==> src/sv/rwsp_pkg.sv <==
// Types, constants and codes for the RIFF/WAVE stream parser.
`timescale 1ns / 1ps
`default_nettype none
package rwsp_pkg;

    localparam int POSITION_BITS_DEF = 32;

    localparam int          MIN_FILE    = 44;
    localparam int          FIRST_CHUNK = 12;
    localparam int          FMT_MIN     = 16;
    localparam logic [31:0] TAG_RIFF    = 32'h5249_4646;
    localparam logic [31:0] TAG_WAVE    = 32'h5741_5645;
    localparam logic [31:0] TAG_FMT     = 32'h666D_7420;
    localparam logic [31:0] TAG_DATA    = 32'h6461_7461;
    localparam logic [15:0] FMT_PCM     = 16'd1;
    localparam logic [32:0] NEXT_MAX    = '1;

    localparam int OUT_TDATA_W = 136;

    typedef enum logic [2:0] {
        ST_OK        = 3'd0,
        ST_SHORT     = 3'd1,
        ST_NOT_RIFF  = 3'd2,
        ST_NOT_WAVE  = 3'd3,
        ST_FMT_SMALL = 3'd4,
        ST_NOT_PCM   = 3'd5,
        ST_NO_FMT    = 3'd6,
        ST_NO_DATA   = 3'd7
    } t_status;

    typedef struct packed {
        logic [7:0] data_byte;
        logic       last_byte;
    } t_item;

    // status sits in the low bits when packed into tdata
    typedef struct packed {
        logic [31:0] body_length;
        logic [31:0] data_offset;
        logic [15:0] sample_bits;
        logic [31:0] samp_rate;
        logic [15:0] channel_count;
        t_status     status;
    } t_result;

    function automatic logic [31:0] swap32(input logic [31:0] v);
        return {v[7:0], v[15:8], v[23:16], v[31:24]};
    endfunction

endpackage
`default_nettype wire

==> src/sv/riff_wave_stream_parser_core.sv <==
// Top level of the RIFF/WAVE stream header parser.
// Takes one file byte per transfer, at up to one byte per cycle, and gives one
// result per file on the transfer after its tlast byte. A byte is held in the
// input register, then the parse logic updates the chunk state and loads the
// result register, which then offers the result on the output stream.
// Only a last byte waits for the result register to be free; other bytes keep
// flowing while a result is pending. No clearing pass after reset.
`timescale 1ns / 1ps
`default_nettype none
module riff_wave_stream_parser_core
    import rwsp_pkg::*;
#(
    parameter int POSITION_BITS = POSITION_BITS_DEF
) (
    input  wire logic                   i_clk,
    input  wire logic                   i_rst_n,
    input  wire logic                   s_axis_tvalid,
    output logic                        s_axis_tready,
    input  wire logic [7:0]             s_axis_tdata,  // data_byte
    input  wire logic                   s_axis_tlast,  // last_byte
    output logic                        m_axis_tvalid,
    input  wire logic                   m_axis_tready,
    // status, channel_count, samp_rate, sample_bits, data_offset, body_length,
    // zero fill
    output logic [OUT_TDATA_W-1:0]      m_axis_tdata
);

    t_item   in_item;
    t_item   held_item;
    logic    advance;
    logic    out_free;
    logic    res_valid;
    t_result result;
    t_result out_result;

    assign in_item = {s_axis_tdata, s_axis_tlast};

    rwsp_in_reg u_in_reg (
        .i_clk      (i_clk),
        .i_rst_n    (i_rst_n),
        .i_valid    (s_axis_tvalid),
        .o_ready    (s_axis_tready),
        .i_item     (in_item),
        .i_out_free (out_free),
        .o_advance  (advance),
        .o_item     (held_item)
    );

    rwsp_parse #(
        .POSITION_BITS (POSITION_BITS)
    ) u_parse (
        .i_clk       (i_clk),
        .i_rst_n     (i_rst_n),
        .i_valid     (advance),
        .i_item      (held_item),
        .o_res_valid (res_valid),
        .o_result    (result)
    );

    rwsp_out_reg u_out_reg (
        .i_clk    (i_clk),
        .i_rst_n  (i_rst_n),
        .i_load   (res_valid),
        .i_result (result),
        .o_free   (out_free),
        .o_valid  (m_axis_tvalid),
        .i_ready  (m_axis_tready),
        .o_result (out_result)
    );

    assign m_axis_tdata = OUT_TDATA_W'(out_result);

endmodule
`default_nettype wire

==> src/sv/rwsp_in_reg.sv <==
// Input register stage for the byte stream.
`timescale 1ns / 1ps
`default_nettype none
module rwsp_in_reg
    import rwsp_pkg::*;
(
    input  wire logic  i_clk,
    input  wire logic  i_rst_n,
    input  wire logic  i_valid,
    output logic       o_ready,
    input  wire t_item i_item,
    input  wire logic  i_out_free,
    output logic       o_advance,
    output t_item      o_item
);

    logic  r_valid;
    t_item r_item;

    // a last byte needs room in the result register; other bytes never stall
    assign o_advance = r_valid && (!r_item.last_byte || i_out_free);
    assign o_ready   = !r_valid || o_advance;
    assign o_item    = r_item;

    always_ff @(posedge i_clk) begin
        if (!i_rst_n) begin
            r_valid <= 1'b0;
        end else if (o_ready) begin
            r_valid <= i_valid;
        end
    end

    always_ff @(posedge i_clk) begin
        if (o_ready && i_valid) begin
            r_item <= i_item;
        end
    end

endmodule
`default_nettype wire

==> src/sv/rwsp_parse.sv <==
// Chunk walker: parser state and the per-byte update.
`timescale 1ns / 1ps
`default_nettype none
module rwsp_parse
    import rwsp_pkg::*;
#(
    parameter int POSITION_BITS = POSITION_BITS_DEF
) (
    input  wire logic  i_clk,
    input  wire logic  i_rst_n,
    input  wire logic  i_valid,
    input  wire t_item i_item,
    output logic       o_res_valid,
    output t_result    o_result
);

    localparam int CW = 34;

    logic [POSITION_BITS-1:0] r_pos,  n_pos;
    logic [32:0]              r_nhs,  n_nhs;
    logic [63:0]              r_shift, n_shift;
    logic                     r_in_fmt, n_in_fmt;
    logic [3:0]               r_fmt_off, n_fmt_off;
    logic [15:0]              r_fmt_code, n_fmt_code;
    logic [15:0]              r_chan, n_chan;
    logic [31:0]              r_rate, n_rate;
    logic [15:0]              r_bits, n_bits;
    logic [31:0]              r_off, n_off;
    logic [31:0]              r_len, n_len;
    logic                     r_fmt_seen, n_fmt_seen;
    logic                     r_data_seen, n_data_seen;
    t_status                  r_err, n_err;

    logic [63:0]              shift_new;
    logic [31:0]              size;
    logic [CW-1:0]            nxt;
    logic [POSITION_BITS-1:0] bstart;
    logic                     pos_ok;
    logic                     hdr_hit;
    t_status                  status;
    logic                     res_valid;
    t_result                  result;

    assign shift_new = {r_shift[55:0], i_item.data_byte};
    assign size      = swap32(shift_new[31:0]);
    assign bstart    = r_pos + 1'b1;
    assign nxt       = CW'(bstart) + CW'(size) + CW'(size[0]);
    assign pos_ok    = (r_pos != '1);
    assign hdr_hit   = (CW'(r_pos) == (CW'(r_nhs) + CW'(7)));

    always_comb begin
        n_pos       = r_pos;
        n_nhs       = r_nhs;
        n_shift     = r_shift;
        n_in_fmt    = r_in_fmt;
        n_fmt_off   = r_fmt_off;
        n_fmt_code  = r_fmt_code;
        n_chan      = r_chan;
        n_rate      = r_rate;
        n_bits      = r_bits;
        n_off       = r_off;
        n_len       = r_len;
        n_fmt_seen  = r_fmt_seen;
        n_data_seen = r_data_seen;
        n_err       = r_err;
        status      = ST_OK;
        res_valid   = 1'b0;
        result      = '0;

        if (i_valid) begin
            // a saturated count ignores the byte, but tlast still closes the file
            if (pos_ok) begin
                n_shift = shift_new;
                n_pos   = bstart;
                if (r_pos == POSITION_BITS'(3) && shift_new[31:0] != TAG_RIFF
                        && n_err == ST_OK) begin
                    n_err = ST_NOT_RIFF;
                end
                if (r_pos == POSITION_BITS'(11) && shift_new[31:0] != TAG_WAVE
                        && n_err == ST_OK) begin
                    n_err = ST_NOT_WAVE;
                end
                if (r_in_fmt) begin
                    // byte offset within the fmt body
                    case (r_fmt_off)
                        4'd0:  n_fmt_code[7:0]  = i_item.data_byte;
                        4'd1:  n_fmt_code[15:8] = i_item.data_byte;
                        4'd2:  n_chan[7:0]      = i_item.data_byte;
                        4'd3:  n_chan[15:8]     = i_item.data_byte;
                        4'd4:  n_rate[7:0]      = i_item.data_byte;
                        4'd5:  n_rate[15:8]     = i_item.data_byte;
                        4'd6:  n_rate[23:16]    = i_item.data_byte;
                        4'd7:  n_rate[31:24]    = i_item.data_byte;
                        4'd14: n_bits[7:0]      = i_item.data_byte;
                        4'd15: n_bits[15:8]     = i_item.data_byte;
                        default: ;
                    endcase
                    if (r_fmt_off == 4'd15) begin
                        if (n_fmt_code != FMT_PCM && n_err == ST_OK) begin
                            n_err = ST_NOT_PCM;
                        end
                        n_in_fmt = 1'b0;
                    end
                    n_fmt_off = r_fmt_off + 4'd1;
                end else if (hdr_hit) begin
                    n_nhs = (nxt > CW'(NEXT_MAX)) ? NEXT_MAX : nxt[32:0];
                    if (shift_new[63:32] == TAG_FMT) begin
                        if (size < 32'(FMT_MIN)) begin
                            if (n_err == ST_OK) begin
                                n_err = ST_FMT_SMALL;
                            end
                        end else begin
                            n_in_fmt   = 1'b1;
                            n_fmt_off  = '0;
                            n_fmt_code = '0;
                            n_chan     = '0;
                            n_rate     = '0;
                            n_bits     = '0;
                            n_fmt_seen = 1'b1;
                        end
                    end else if (shift_new[63:32] == TAG_DATA) begin
                        n_off       = 32'(bstart);
                        n_len       = size;
                        n_data_seen = 1'b1;
                    end
                end
            end

            if (i_item.last_byte) begin
                // fmt body cut short: missing bytes read as zero
                if (n_in_fmt && n_fmt_code != FMT_PCM && n_err == ST_OK) begin
                    n_err = ST_NOT_PCM;
                end
                if (n_pos < POSITION_BITS'(MIN_FILE)) begin
                    status = ST_SHORT;
                end else if (n_err != ST_OK) begin
                    status = n_err;
                end else if (!n_fmt_seen) begin
                    status = ST_NO_FMT;
                end else if (!n_data_seen) begin
                    status = ST_NO_DATA;
                end else begin
                    status = ST_OK;
                end
                res_valid     = 1'b1;
                result.status = status;
                if (status == ST_OK) begin
                    result.channel_count = n_chan;
                    result.samp_rate     = n_rate;
                    result.sample_bits   = n_bits;
                    result.data_offset   = n_off;
                    result.body_length   = n_len;
                end
                // next byte starts a new file
                n_pos       = '0;
                n_nhs       = 33'(FIRST_CHUNK);
                n_in_fmt    = 1'b0;
                n_fmt_seen  = 1'b0;
                n_data_seen = 1'b0;
                n_err       = ST_OK;
            end
        end
    end

    always_ff @(posedge i_clk) begin
        if (!i_rst_n) begin
            r_pos       <= '0;
            r_nhs       <= 33'(FIRST_CHUNK);
            r_in_fmt    <= 1'b0;
            r_fmt_off   <= '0;
            r_fmt_seen  <= 1'b0;
            r_data_seen <= 1'b0;
            r_err       <= ST_OK;
        end else begin
            r_pos       <= n_pos;
            r_nhs       <= n_nhs;
            r_in_fmt    <= n_in_fmt;
            r_fmt_off   <= n_fmt_off;
            r_fmt_seen  <= n_fmt_seen;
            r_data_seen <= n_data_seen;
            r_err       <= n_err;
        end
    end

    // captured fields are only read after the flag or byte position that guards them is set
    always_ff @(posedge i_clk) begin
        r_shift    <= n_shift;
        r_fmt_code <= n_fmt_code;
        r_chan     <= n_chan;
        r_rate     <= n_rate;
        r_bits     <= n_bits;
        r_off      <= n_off;
        r_len      <= n_len;
    end

    assign o_res_valid = res_valid;
    assign o_result    = result;

endmodule
`default_nettype wire

==> src/sv/rwsp_out_reg.sv <==
// Result register on the output stream.
`timescale 1ns / 1ps
`default_nettype none
module rwsp_out_reg
    import rwsp_pkg::*;
(
    input  wire logic    i_clk,
    input  wire logic    i_rst_n,
    input  wire logic    i_load,
    input  wire t_result i_result,
    output logic         o_free,
    output logic         o_valid,
    input  wire logic    i_ready,
    output t_result      o_result
);

    logic    r_valid;
    t_result r_result;

    assign o_free   = !r_valid || i_ready;
    assign o_valid  = r_valid;
    assign o_result = r_result;

    always_ff @(posedge i_clk) begin
        if (!i_rst_n) begin
            r_valid <= 1'b0;
        end else if (i_load) begin
            r_valid <= 1'b1;
        end else if (i_ready) begin
            r_valid <= 1'b0;
        end
    end

    always_ff @(posedge i_clk) begin
        if (i_load) begin
            r_result <= i_result;
        end
    end

endmodule
`default_nettype wire

==> config.mk <==
export PLATFORM = sky130hd
export DESIGN_NAME = riff_wave_stream_parser_core
export DESIGN_NICKNAME = d
export VERILOG_FILES = /design/src/sv/rwsp_pkg.sv /design/src/sv/riff_wave_stream_parser_core.sv /design/src/sv/rwsp_in_reg.sv /design/src/sv/rwsp_parse.sv /design/src/sv/rwsp_out_reg.sv
export SDC_FILE = /design/constraint.sdc
export NUM_CORES = 1
export LEC_CHECK = 0
export BUFFER_PORTS_ARGS = -buffer_cell sky130_fd_sc_hd__buf_2
export CAP_MARGIN = 20
export CELL_PAD_IN_SITES_DETAIL_PLACEMENT = 1
export CELL_PAD_IN_SITES_GLOBAL_PLACEMENT = 1
export CORE_MARGIN = 2
export CORE_UTILIZATION = 50
export DETAILED_ROUTE_END_ITERATION = 10
export PLACE_DENSITY_LB_ADDON = 0.12
export SYNTH_ARGS = -nofsm -noshare
export SYNTH_HDL_FRONTEND = slang
export SYNTH_SLANG_ARGS = --single-unit
==> constraint.sdc <==
create_clock -name i_clk -period 8.3 [get_ports i_clk]
set_input_delay 2.075 -clock i_clk [delete_from_list [all_inputs] [get_ports i_clk]]
set_output_delay 2.075 -clock i_clk [all_outputs]
set_load 0.02 [all_outputs]
Word level (Yosys, flattened, before mapping)
Cells that the tools add are included.
{ "word_totals": {"out_inout_bits": 138, "regBits": 417, "input_bits": 13} }
{ "op_classes": {"n_addsub": 5, "muxes": 110, "n_lt_le_gt_ge": 3, "reduce_logical": 32, "n_eq_ne": 21} }
{ "ops": {"columns": ["op", "n"], "rows": [
  ["two-way mux 32 bit", 18],
  ["two-way mux 16 bit", 16],
  ["two-way mux 33 bit", 5],
  ["two-way mux 8 bit", 16],
  ["two-way mux 3 bit", 25],
  ["== test 32 x 31 -> 1 bit, second input constant", 2],
  ["!= test 32 x 31 -> 1 bit, second input constant", 2],
  ["adder 33 x 1 -> 34 bit", 1],
  ["adder 33 x 3 -> 34 bit, second input constant", 1],
  ["== test 32 x 34 -> 1 bit", 1],
  ["greater-than comparator 34 x 33 -> 1 bit, second input constant", 1],
  ["adder 32 x 32 -> 33 bit", 1],
  ["adder 32 x 1 -> 32 bit, second input constant", 1],
  ["== test 32 x 2 -> 1 bit, second input constant", 1],
  ["== test 32 x 4 -> 1 bit, second input constant", 1],
  ["< comparator 32 x 5 -> 1 bit, second input constant", 1],
  ["< comparator 32 x 6 -> 1 bit, second input constant", 1],
  ["!= test 16 x 1 -> 1 bit, second input constant", 2],
  ["!= test 32 bit, second input constant", 1],
  ["two-way mux 1 bit", 26],
  ["== test 4 x 3 -> 1 bit, second input constant", 4],
  ["two-way mux 4 bit", 4],
  ["zero test 3 bit", 5],
  ["nonzero test 2 bit", 5],
  ["15 further kinds", 30]
]} }

Longest topological paths before layout
Gate-level depths: netlist of the first run.
{ "logic_depth": {"depth_word": 31, "mapped_depth": 17} }

Hierarchy
Synthesis of the first run repeated with hierarchy kept, for this count alone.
{ "hier_totals": {"cells_unflattened": 1853, "area_unflattened_um2": 21839.7} }
{ "modules_own_cells": {"columns": ["module", "cells_each", "instances", "area_each_um2"], "rows": [
  ["rwsp_parse", 1696, 1, 17470.5],
  ["rwsp_out_reg", 135, 1, 3982.6],
  ["rwsp_in_reg", 16, 1, 345.3],
  ["riff_wave_stream_parser_core", 6, 1, 41.3]
]} }

Least setup slack after synthesis of the first run
Ideal clock, no wire load.
{ "synth_timing": {"kind": "in2reg", "from": "input port m_axis_tready", "to": "register u_parse.r_pos[3]", "path_stages": 8, "required_time_ns": 8.172, "setup_time_ns": 0.128, "setup_slack_ns": 0.886, "arrival_time_ns": 7.287, "n_path_buf": 1, "cell_sequence": "nor2b_1 nand2_1 nand2_1 inv_1 clkbuf_1 o21ai_0 a22oi_1 nor2_1"} }
{ "synth_between": {"elab_chain_cells": 3} }
{ "synth_rtl": {"columns": ["item", "line", "text"], "rows": [
  ["from (decl)", "riff_wave_stream_parser_core.sv:22", "input wire logic m_axis_tready,"],
  ["logical OR 1 bit", "rwsp_out_reg.sv:20", "assign o_free = !r_valid || i_ready;"],
  ["logical OR 1 bit", "rwsp_in_reg.sv:21", "assign o_advance = r_valid && (!r_item.last_byte || i_out_free);"],
  ["logical AND 1 bit", "rwsp_in_reg.sv:21", null],
  ["named net advance", "riff_wave_stream_parser_core.sv:30", "logic advance;"],
  ["to (signal assigned)", "rwsp_parse.sv:175", "r_pos <= n_pos;"],
  ["to (decl)", "rwsp_parse.sv:19", "logic [POSITION_BITS-1:0] r_pos, n_pos;"]
]} }
The timed path passes the listed nets, and every way through them passes these cells.
A chain may end at the register's enable or synchronous reset.

Worst setup path after layout of the first run
{ "layout_timing": {"from": "register u_parse.r_pos[0]", "to": "register u_out_reg.r_result, in the netlist u_out_reg.o_result[92], data pin"} }
{ "layout_between": {"elab_chain_cells": 31} }
{ "layout_rtl": {"columns": ["item", "line", "text"], "rows": [
  ["== test 32 x 2 -> 1 bit", "rwsp_parse.sv:75", "if (r_pos == POSITION_BITS'(3) && shift_new[31:0] != TAG_RIFF"],
  ["logical AND 1 bit", "rwsp_parse.sv:75", null],
  ["logical AND 1 bit", "rwsp_parse.sv:76", "&& n_err == ST_OK) begin"],
  ["two-way mux 3 bit", "rwsp_parse.sv:75", null],
  ["two-way mux 3 bit", "rwsp_parse.sv:72", "if (pos_ok) begin"],
  ["two-way mux 3 bit", "rwsp_parse.sv:70", "if (i_valid) begin"],
  ["zero test 3 bit", "rwsp_parse.sv:80", "&& n_err == ST_OK) begin"],
  ["logical AND 1 bit", "rwsp_parse.sv:80", null],
  ["[... 15 more ...]", null, null],
  ["two-way mux 3 bit", "rwsp_parse.sv:70", null],
  ["nonzero test 3 bit", "rwsp_parse.sv:136", "end else if (n_err != ST_OK) begin"],
  ["two-way mux 3 bit", "rwsp_parse.sv:136", null],
  ["two-way mux 3 bit", "rwsp_parse.sv:134", "if (n_pos < POSITION_BITS'(MIN_FILE)) begin"],
  ["two-way mux 3 bit", "rwsp_parse.sv:129", "if (i_item.last_byte) begin"],
  ["two-way mux 3 bit", "rwsp_parse.sv:70", null],
  ["zero test 3 bit", "rwsp_parse.sv:147", "if (status == ST_OK) begin"],
  ["AND reduction 3 bit (no line)", null, null],
  ["to (signal assigned)", "rwsp_out_reg.sv:36", "r_result <= i_result;"],
  ["to (decl)", "rwsp_out_reg.sv:18", "t_result r_result;"]
]} }
Several ways; a longest one is shown, not always the timed one. The select of a mux whose other input is x is not followed.

==> results of run 1 <==
## worst paths after layout
kind | cells after the start | to | slack [ps]
worst max-delay path | 13 | u_out_reg.o_result[92]$_SDFFCE_PN0P_ | 2110
worst min-delay path | 0 | u_parse.r_shift[35]$_DFFE_PP_ | 450
worst max register to register | 13 | u_out_reg.o_result[92]$_SDFFCE_PN0P_ | 2110
worst min register to register | 0 | u_parse.r_shift[35]$_DFFE_PP_ | 450
## cell usage after synthesis (4+ instances only)
| cell | count | area share, % |
|---|---|---|
| edfxtp_1 | 340 | 48 |
| nor2_1 | 172 | 3.0 |
| nor3b_2 | 120 | 7.0 |
| nand2_1 | 114 | 2.0 |
| a21oi_1 | 81 | 1.9 |
| a22o_1 | 79 | 3.2 |
| dfxtp_1 | 77 | 7.2 |
| clkbuf_1 | 65 | 1.1 |
| xnor2_1 | 65 | 2.7 |
| nand3_1 | 59 | 1.4 |
| o21ai_0 | 56 | 1.3 |
| ha_1 | 39 | 2.3 |
| nand4_1 | 35 | 1.0 |
| xor2_1 | 35 | 1.4 |
| mux2_2 | 33 | 1.7 |
| and3_1 | 32 | 0.94 |
| a22oi_1 | 31 | 1.1 |
| nor3_1 | 30 | 0.70 |
| inv_1 | 26 | 0.46 |
| buf_2 | 25 | 0.58 |
| buf_6 | 25 | 1.3 |
| nor4_1 | 25 | 0.73 |
| and4_1 | 17 | 0.70 |
| and2_1 | 13 | 0.38 |
| a21o_1 | 11 | 0.39 |
| nor3b_1 | 11 | 0.39 |
| buf_1 | 10 | 0.18 |
| nor2b_1 | 10 | 0.29 |
| nor4b_1 | 10 | 0.41 |
| or4_1 | 10 | 0.35 |
| buf_4 | 9 | 0.32 |
| o21a_1 | 9 | 0.32 |
| o21bai_1 | 9 | 0.32 |
| a211oi_1 | 7 | 0.25 |
| or3_1 | 7 | 0.20 |
| a31oi_1 | 6 | 0.18 |
| o21ai_1 | 6 | 0.14 |
| nand2b_1 | 5 | 0.15 |
| o211ai_1 | 5 | 0.18 |
| o31ai_1 | 5 | 0.18 |
| or2_2 | 5 | 0.15 |
| a41oi_1 | 4 | 0.16 |
| mux2i_1 | 4 | 0.19 |
| nand3b_1 | 4 | 0.14 |
## stage by stage
step,hold WS (ps),area [um^2],power (mW)
2_1_floorplan,416.6,21410,2.455
3_3_place_gp,422.1,22290,2.506
3_5_place_dp,434.9,22290,2.512
4_1_cts,449.6,23870,4.668
5_1_grt,452.8,23870,4.755
6_report,448.9,23870,4.637
## cell families after synthesis
group / share of synthesized area [%]
AND/OR/NAND/NOR: 21.01
flip-flops: 54.92
AO/OA/AOI/OAI: 11.64
buffers and inverters: 4.012
XOR/XNOR: 4.094
adder cells (fa/ha/maj): 2.374
multiplexers: 1.924
other: 0.01753
## critical path, stage by stage (launching register included)
cell	delay, ps
dfxtp_1	560
ha_1	370
and4_1	320
nand2_1	280
nor3_1	500
nor3b_2	710
buf_4	380
nor2_1	140
nand4_1	140
buf_4	660
a21oi_1	250
a21bo_4	810
buf_12	440
nor3b_2	120
## cell usage in the layout (no fill, tap or decap), types with 47 or more instances in the layout
master     instances
nand3_1           59
buf_2            145
nor2_1           170
nor3b_2          121
a22o_1            79
edfxtp_1         340
nand2_1          114
xnor2_1           65
o21ai_0           56
a21oi_1           81
clkbuf_16         47
dfxtp_1           77
## routing by layer
metal | vias up | GRT usage, %
met1 | 7909 | 38.89
met4 | 2 | 10.39
met5 | - | 0
met2 | 434 | 47.73
li1 | 6983 | -
met3 | 104 | 5.263
## registers in the layout, summed over array words and instances (netlist names), 3 cells and up
| signal | cells |
|---|---|
| u_out_reg.o_result | 131 |
| u_parse.r_shift | 56 |
| u_parse.r_nhs | 33 |
| u_parse.r_len | 32 |
| u_parse.r_off | 32 |
| u_parse.r_pos | 32 |
| u_parse.r_rate | 32 |
| u_parse.r_bits | 16 |
| u_parse.r_chan | 16 |
| u_parse.r_fmt_code | 16 |
| u_in_reg.o_item | 9 |
| u_parse.r_fmt_off | 4 |
| u_parse.r_err | 3 |
## cell type report
type | count | area (um^2) | share of cell area (%)
repair buffers | 169 | 930.9 | 3.900
multi-input cells | 1234 | 8830 | 36.99
inverters | 26 | 107.6 | 0.4508
flip-flops and latches | 417 | 11750 | 49.23
well taps | 539 | 674.4 | 2.825
clock buffers | 52 | 1205 | 5.048
clock inverters | 30 | 371.6 | 1.557
## where the power goes
group	internal [mW]	switching [mW]
clock network	1.29	0.873
registers	2.29	0.0240
logic	0.0418	0.111
total	3.63	1.01
==> flow_summary.json, run 1 <==
{
  "yosys_warnings": 0,
  "setup_ws_ps": 2107,
  "synth_cells": 1808,
  "vias_per_cell": 6.255,
  "wl_met2_um": 31120,
  "stdcell_count": 2467,
  "status": "finished clean",
  "num_rows": 75,
  "htree_levels": 2,
  "finalSetupTns_ps": 0,
  "holdCritPathClass": "register to register",
  "avgSynthCellArea_um2": 11.83,
  "crit_path_start": "u_parse.r_pos[0]$_SDFFE_PN0P_",
  "layout-drive-gt1-share_pct": 22.10,
  "p_leak_nw": 8.554,
  "yosysUniqueCellTypes": 86,
  "drc": 0,
  "root_buffer": "clkbuf_16",
  "die_w_um": 210.9,
  "fill_cells": 4314,
  "antenna_found_initial": 1,
  "drv_slew": 0,
  "min_from": "u_parse.r_shift[27]$_DFFE_PP_",
  "worst_pin_slew_ps": 957.1,
  "syn_to_final_growth_pct": 11.57,
  "io_buffers": 145,
  "synth_flop_cell": "edfxtp_1",
  "rsz0062_at_grt": "false",
  "dp_hpwl_um": 44150,
  "grt_pass1_vias": 15726,
  "cts_resized": 0,
  "postLayoutCoreUtil_pct": 56.65,
  "slew_headroom_pct": 35.96,
  "dieArea_um2": 44460,
  "core_um2": 42130,
  "synthArstFlopShare_pct": 0,
  "gp_congestion": 0.9112,
  "io_pins": 151,
  "top_layer": "met5",
  "clk_pin_slew_ps": 60,
  "cts_tree": "yes",
  "maxCapViolCount": 0,
  "routed-wl-met3_um": 3615,
  "cp.required_ps": 8610,
  "fin_skew_ps": 35.55,
  "timing_hold_violations_final": 0,
  "firstDrtPassIters": 5,
  "dp.cells": 2385,
  "holdBufCountCts": 0,
  "initial_core_util_pct": 50.78,
  "min_period_ps": 6193,
  "nets": 1947,
  "clock_latency_ps": 600,
  "r2r_start": "u_parse.r_pos[0]$_SDFFE_PN0P_",
  "crit_type": "register to register",
  "antenna_left": 0,
  "syn_area_um2": 21400,
  "numCtsBuffers": 46,
  "fin_crit_sh_pct": 74.62,
  "yosysSeqAreaShare_pct": 54.92,
  "wl_um": 64430,
  "critPathMaxFanout": 81,
  "grt_max_degree": 92,
  "cts_buffer_depth": 3,
  "synth-edff-count": 340,
  "setup_viol": 0,
  "worst_setup_path_end_kind": "register",
  "drtIter0Drc": 1275,
  "arrival_ps": 6500,
  "cp-start-kind": "register",
  "cellPowerDensity_nw_per_um2": 194.3,
  "grt_overflow": 0,
  "insertedDiodeCount": 0,
  "dp_slack_ps": 2036,
  "wl_met1_um": 27630,
  "vias": 15432,
  "cts_sinks": 417,
  "fmax_ghz": 0.1615,
  "ys_ff_latch": 417,
  "grt_pass1_wl_um": 98180,
  "fp.dieH_um": 210.9,
  "grtUsageTotal_pct": 29.09,
  "cts_setup_buffers": 0,
  "avgRoutedWirePerCell_um": 26.12,
  "ir_drop_uv": 184.6
}
Note: power is estimated with default switching activity, not from simulation.
==> run 2: changes to the inputs <==
--- a/config.mk
+++ b/config.mk
@@ -5,12 +5,13 @@
 export SDC_FILE = /design/constraint.sdc
 export NUM_CORES = 1
 export LEC_CHECK = 0
+export ABC_AREA = 1
 export BUFFER_PORTS_ARGS = -buffer_cell sky130_fd_sc_hd__buf_2
 export CAP_MARGIN = 20
 export CELL_PAD_IN_SITES_DETAIL_PLACEMENT = 1
 export CELL_PAD_IN_SITES_GLOBAL_PLACEMENT = 1
 export CORE_MARGIN = 2
-export CORE_UTILIZATION = 50
+export CORE_UTILIZATION = 43
 export DETAILED_ROUTE_END_ITERATION = 10
 export PLACE_DENSITY_LB_ADDON = 0.12
 export SYNTH_ARGS = -nofsm -noshare
==> constraint.sdc (replaced) <==
create_clock -name i_clk -period 5.54 [get_ports i_clk]
set_input_delay 1.385 -clock i_clk [delete_from_list [all_inputs] [get_ports i_clk]]
set_output_delay 1.385 -clock i_clk [all_outputs]
set_load 0.02 [all_outputs]
==> run 2 against run 1 <==
Against the previous run: sequential share of layout area decreased by 4.0 points; wire length up 9.2%; core utilization is 7.3 points lower; synthesized cell count is 42% higher; largest power group unchanged.
==> flow_summary.json, run 2 <==
{
  "power.total_mw": 6.696,
  "clkPwrFrac_pct": 45.2,
  "drtIter0Drc": 998,
  "placed_cell_area_um2": 24470,
  "crit_type": "register to register",
  "synth_flop_cell": "edfxtp_1",
  "maxCapViolCount": 0,
  "stdcell_count": 3423,
  "synth_top_family_by_area": "simple AND/OR/NAND/NOR gates",
  "pwr-share-seq_pct": 51.4,
  "p_sw_share_pct": 22.71,
  "worst_pin_slew_ps": 1055,
  "largest_register_ffs": 131,
  "critPathMaxFanout": 34,
  "postLayoutCoreUtil_pct": 49.32,
  "holdBufCountCts": 0,
  "cts_tree": "yes",
  "drv_slew": 0,
  "synth_top_cell_area_share_pct": 44.43,
  "grtUsageTotal_pct": 25.12,
  "yosysSeqAreaShare_pct": 51.13,
  "whs_ps": 452.4,
  "fp.dieH_um": 235.2,
  "cts_setup_buffers": 0,
  "avgRoutedWirePerCell_um": 20.55,
  "synth-edff-count": 340,
  "finalSetupTns_ps": 0,
  "synth_cells": 2561,
  "cts_buffer_depth": 3,
  "ys_ff_latch": 417,
  "synth_compound_area_share_pct": 9.783,
  "vias_per_cell": 5.299,
  "syn_area_um2": 22980,
  "cp.required_ps": 5860,
  "die_w_um": 235.2,
  "p_leak_nw": 11.22,
  "core_um2": 52660,
  "cts_resized": 0,
  "min_period_ps": 4949,
  "insertedDiodeCount": 0,
  "rsz0062_at_grt": "false",
  "gp_congestion": 0.8806,
  "synthArstFlopShare_pct": 0,
  "vias": 18137,
  "firstDrtPassIters": 5,
  "htree_levels": 2,
  "grt_overflow": 0,
  "synthMuxAreaShare_pct": 0.04355,
  "final_common_cell": "nand2_1",
  "grt_max_degree": 128,
  "holdCritPathClass": "register to register",
  "synth-simple-area-share_pct": 24.28,
  "ys_top_cells_by_count": "nand2_1 (559), inv_1 (408), edfxtp_1 (340), nor2_1 (169), a21oi_1 (126)",
  "dp.cells": 3336,
  "cp-start-kind": "register",
  "fmax_ghz": 0.2021,
  "critPathMaxStageDelay_ps": 370,
  "yosysMostFrequentCell": "nand2_1",
  "fin_skew_ps": 37.86,
  "grt_pass1_vias": 19153,
  "dieArea_um2": 55310,
  "nets": 2750,
  "num_rows": 84,
  "cp_common_cell": "nand2_1",
  "clk_pin_slew_ps": 60,
  "avgSynthCellArea_um2": 8.974,
  "mostFrequentLayoutCells": "nand2_1 (556), inv_1 (404), edfxtp_1 (340), nor2_1 (166), buf_2 (145)",
  "worst_setup_path_end_kind": "register",
  "arrival_ps": 5270,
  "ir_drop_uv": 219.4,
  "initial_core_util_pct": 43.65,
  "fin_crit_sh_pct": 89.33,
  "io_buffers": 145,
  "dp_slack_ps": 652.4,
  "timing_hold_violations_final": 0,
  "synth_fa_ha_area_share_pct": 2.210,
  "synth_largest_area_cell": "edfxtp_1",
  "root_buffer": "clkbuf_16",
  "antenna_left": 0,
  "slew_headroom_pct": 29.68,
  "yosysUniqueCellTypes": 59,
  "syn_to_final_growth_pct": 12.99,
  "setup_ws_ps": 591.0,
  "stdcell_area_um2": 25970,
  "numCtsBuffers": 46,
  "cts_sinks": 417,
  "antenna_found_initial": 0,
  "p_comb_share_pct": 3.3,
  "dp_hpwl_um": 51590,
  "layout-drive-gt1-share_pct": 16.56,
  "p_sw_mw": 1.520,
  "yosys-top-cells-area": "edfxtp_1 (44%), nand2_1 (9.1%), dfxtp_1 (6.7%)",
  "cellPowerDensity_nw_per_um2": 257.8,
  "setup_viol": 0,
  "drc": 0,
  "yosys.area_share.xor_xnor_pct": 2.896,
  "clock_latency_ps": 600,
  "status": "finished clean",
  "io_pins": 151,
  "power.internal_mw": 5.175,
  "yosys_warnings": 0,
  "grt_pass1_wl_um": 109900,
  "wl_um": 70330,
  "crit_path_top_delay_cell": "dfxtp_1"
}
==> run 2: cell types whose count changed after synthesis, moves of 32 or more <==
| cell | delta |
|---|---|
| nand2_1 | +445 |
| inv_1 | +382 |
| nor3b_2 | -120 |
| nor2_4 | +102 |
| a22o_1 | -79 |
| o21ai_0 | +50 |
| xnor2_1 | -47 |
| a21oi_1 | +45 |
| o22ai_1 | +43 |
| o211ai_1 | +41 |
| mux2_2 | -33 |
| nor2_2 | +32 |
==> run 2: routing by layer <==
| metal | GRT usage (%) | vias up | part of all wire [%] |
|---|---|---|---|
| met2 | 44.89 | 355 | 51 |
| li1 | - | 8703 | - |
| met4 | 8.247 | 0 | 3.1 |
| met1 | 31.68 | 8967 | 43 |
| met3 | 2.685 | 112 | 3.5 |
| met5 | 0 | - | 0 |
==> run 2: layout make-up <==
class / instances / area, um^2
clock buffer: 63 / 1277
clock inverter: 23 / 190.2
fill: 6169 / 26690
inverter: 417 / 1573
multi-input combinational: 1620 / 9092
sequential: 417 / 11750
tap: 688 / 860.8
timing repair buffer: 195 / 1221
==> run 2: critical path, delay by kind of cell (launching register included) <==
family                   cells  cell delay [ps]
AND/OR/NAND/NOR             25             3320
adder cells (fa/ha/maj)      1              220
buffers and inverters        4              730
flip-flops                   1              370
==> run 2: power groups by stage <==
stage                     sequential [mW]  clock, mW  combinational, mW
final                                3.44       3.03              0.222
after global routing                 3.45       3.19              0.240
after CTS                            3.44       3.08              0.221
after detailed placement             3.51          0              0.220
after global placement               3.51          0              0.215
after floorplan                      3.51          0              0.127
==> run 2: kinds of logic (layout without fill, tap and decap cells) <==
kind of cell,after synthesis,after routing
compound gates,382,382
xor+xnor,76,76
fa+ha+maj,40,40
buf+inv,528,698
flops,417,417
mux,1,1
other cells,1,5
simple gates,1116,1116
==> run 2: worst paths after layout <==
kind	startpoint	to	slack [ps]	cells past startpoint
max	u_parse.r_nhs[0]$_SDFFE_PN0P_	u_out_reg.o_result[104]$_SDFFCE_PN0P_	590	30
min	u_parse.r_shift[40]$_DFFE_PP_	u_parse.r_shift[48]$_DFFE_PP_	450	0
max reg2reg	u_parse.r_nhs[0]$_SDFFE_PN0P_	u_out_reg.o_result[104]$_SDFFCE_PN0P_	590	30
min reg2reg	u_parse.r_shift[40]$_DFFE_PP_	u_parse.r_shift[48]$_DFFE_PP_	450	0
==> run 3: changes to the inputs <==
--- a/config.mk
+++ b/config.mk
@@ -12,6 +12,7 @@
 export CELL_PAD_IN_SITES_GLOBAL_PLACEMENT = 1
 export CORE_MARGIN = 2
 export CORE_UTILIZATION = 43
+export CTS_BUF_LIST = sky130_fd_sc_hd__clkbuf_16
 export DETAILED_ROUTE_END_ITERATION = 10
 export PLACE_DENSITY_LB_ADDON = 0.12
 export SYNTH_ARGS = -nofsm -noshare
==> run 3 against run 2 <==
Against the previous run: power decreased by 0.83%; die area unchanged; critical path type unchanged; sequential power about the same; design area about the same; via count increased by 0.15%; critical path depth unchanged; sequential cell count unchanged; critical endpoint unchanged; global-route usage about the same; clock power decreased by 2%.
==> flow_summary.json, run 3 (same netlist as run 2, synthesis figures left out) <==
{
  "status": "finished clean",
  "fmax_ghz": 0.2019,
  "layout-drive-gt1-share_pct": 16.53,
  "htree_levels": 2,
  "timing_hold_violations_final": 0,
  "root_buffer": "clkbuf_16",
  "cts_sinks": 417,
  "p_leak_nw": 11.27,
  "clock_latency_ps": 600,
  "grt_pass1_wl_um": 109900,
  "largest_register_ffs": 131,
  "wl_um": 70360,
  "dp_hpwl_um": 51590,
  "die_w_um": 235.2,
  "min_period_ps": 4954,
  "mostFrequentLayoutCells": "nand2_1 (556), inv_1 (417), edfxtp_1 (340), nor2_1 (166), buf_2 (145)",
  "vias_per_cell": 5.307,
  "clk_pin_slew_ps": 60,
  "final_common_cell": "nand2_1",
  "insertedDiodeCount": 0,
  "gp_congestion": 0.8806,
  "worst_setup_path_end_kind": "register",
  "dp.cells": 3336,
  "nets": 2750,
  "syn_to_final_growth_pct": 12.90,
  "critPathMaxStageDelay_ps": 370,
  "cts_buffer_depth": 3,
  "io_buffers": 145,
  "core_um2": 52660,
  "numCtsBuffers": 46,
  "cp-start-kind": "register",
  "grtUsageTotal_pct": 25.13,
  "holdBufCountCts": 0,
  "drc": 0,
  "slew_headroom_pct": 29.26,
  "grt_max_degree": 128,
  "critPathMaxFanout": 34,
  "cellPowerDensity_nw_per_um2": 255.9,
  "drv_slew": 0,
  "cts_setup_buffers": 0,
  "fp.dieH_um": 235.2,
  "cts_tree": "yes",
  "fin_crit_sh_pct": 89.42,
  "avgRoutedWirePerCell_um": 20.55,
  "grt_overflow": 0,
  "arrival_ps": 5270,
  "antenna_left": 0,
  "io_pins": 151,
  "grt_pass1_vias": 19153,
  "firstDrtPassIters": 4,
  "setup_ws_ps": 586.0,
  "rsz0062_at_grt": "false",
  "stdcell_count": 3423,
  "dp_slack_ps": 652.4,
  "dieArea_um2": 55310,
  "cts_resized": 0,
  "holdCritPathClass": "register to register",
  "worst_pin_slew_ps": 1061,
  "drtIter0Drc": 1047,
  "ir_drop_uv": 218.9,
  "finalSetupTns_ps": 0,
  "crit_type": "register to register",
  "cp_common_cell": "nand2_1",
  "cp.required_ps": 5860,
  "fin_skew_ps": 40.93,
  "vias": 18165,
  "setup_viol": 0,
  "num_rows": 84,
  "initial_core_util_pct": 43.65,
  "maxCapViolCount": 0,
  "antenna_found_initial": 0,
  "crit_path_top_delay_cell": "dfxtp_1"
}
run 3: worst max-delay path: cells and delay by family (launching register included):
| kind | cells | cell delay (ps) |
|---|---|---|
| AND/OR/NAND/NOR | 25 | 3320 |
| flip-flops | 1 | 370 |
| buffers and inverters | 4 | 740 |
| adder cells (fa/ha/maj) | 1 | 220 |
run 3: through the flow:
stage / power (mW) / util (%) / area [um^2] / hold WS, ps
floorplan: 3.635 / - / 23020 / 426.4
global placement: 3.726 / 46.48 / 24470 / 430.8
detailed placement: 3.731 / 46.48 / 24470 / 441.2
CTS: 6.692 / 49.23 / 25920 / 451.8
global route: 6.829 / 49.28 / 25950 / 463.3
finish: 6.640 / 49.28 / 25950 / 450.6
run 3: layer usage:
layer | vias to the layer above | GRT usage [%] | routed length (um)
met5 | - | 0 | 0
met4 | 0 | 8.247 | 2191
met3 | 113 | 2.685 | 2558
met2 | 368 | 44.85 | 35720
met1 | 8984 | 31.72 | 29890
li1 | 8700 | - | -
run 3: path summary, 6_finish.rpt:
kind / slack, ps / from / end / depth (start not counted)
min reg2reg: 450 / u_parse.r_shift[40]$_DFFE_PP_ / u_parse.r_shift[48]$_DFFE_PP_ / 0
min: 450 / u_parse.r_shift[40]$_DFFE_PP_ / u_parse.r_shift[48]$_DFFE_PP_ / 0
max: 590 / u_parse.r_nhs[0]$_SDFFE_PN0P_ / u_out_reg.o_result[104]$_SDFFCE_PN0P_ / 30
max reg2reg: 590 / u_parse.r_nhs[0]$_SDFFE_PN0P_ / u_out_reg.o_result[104]$_SDFFCE_PN0P_ / 30
run 3: cell type report:
cell class	instances	area, um^2
Clock buffer	48	1201
Clock inverter	38	246.5
Fill cell	6168	26710
Inverter	417	1573
Multi-Input combinational cell	1620	9092
Sequential cell	417	11750
Tap cell	688	860.8
Timing Repair Buffer	195	1221
run 3: power breakdown:
group / internal [mW] / switching [mW]
clock: 1.66 / 1.31
sequential: 3.41 / 0.0354
combinational: 0.0502 / 0.172
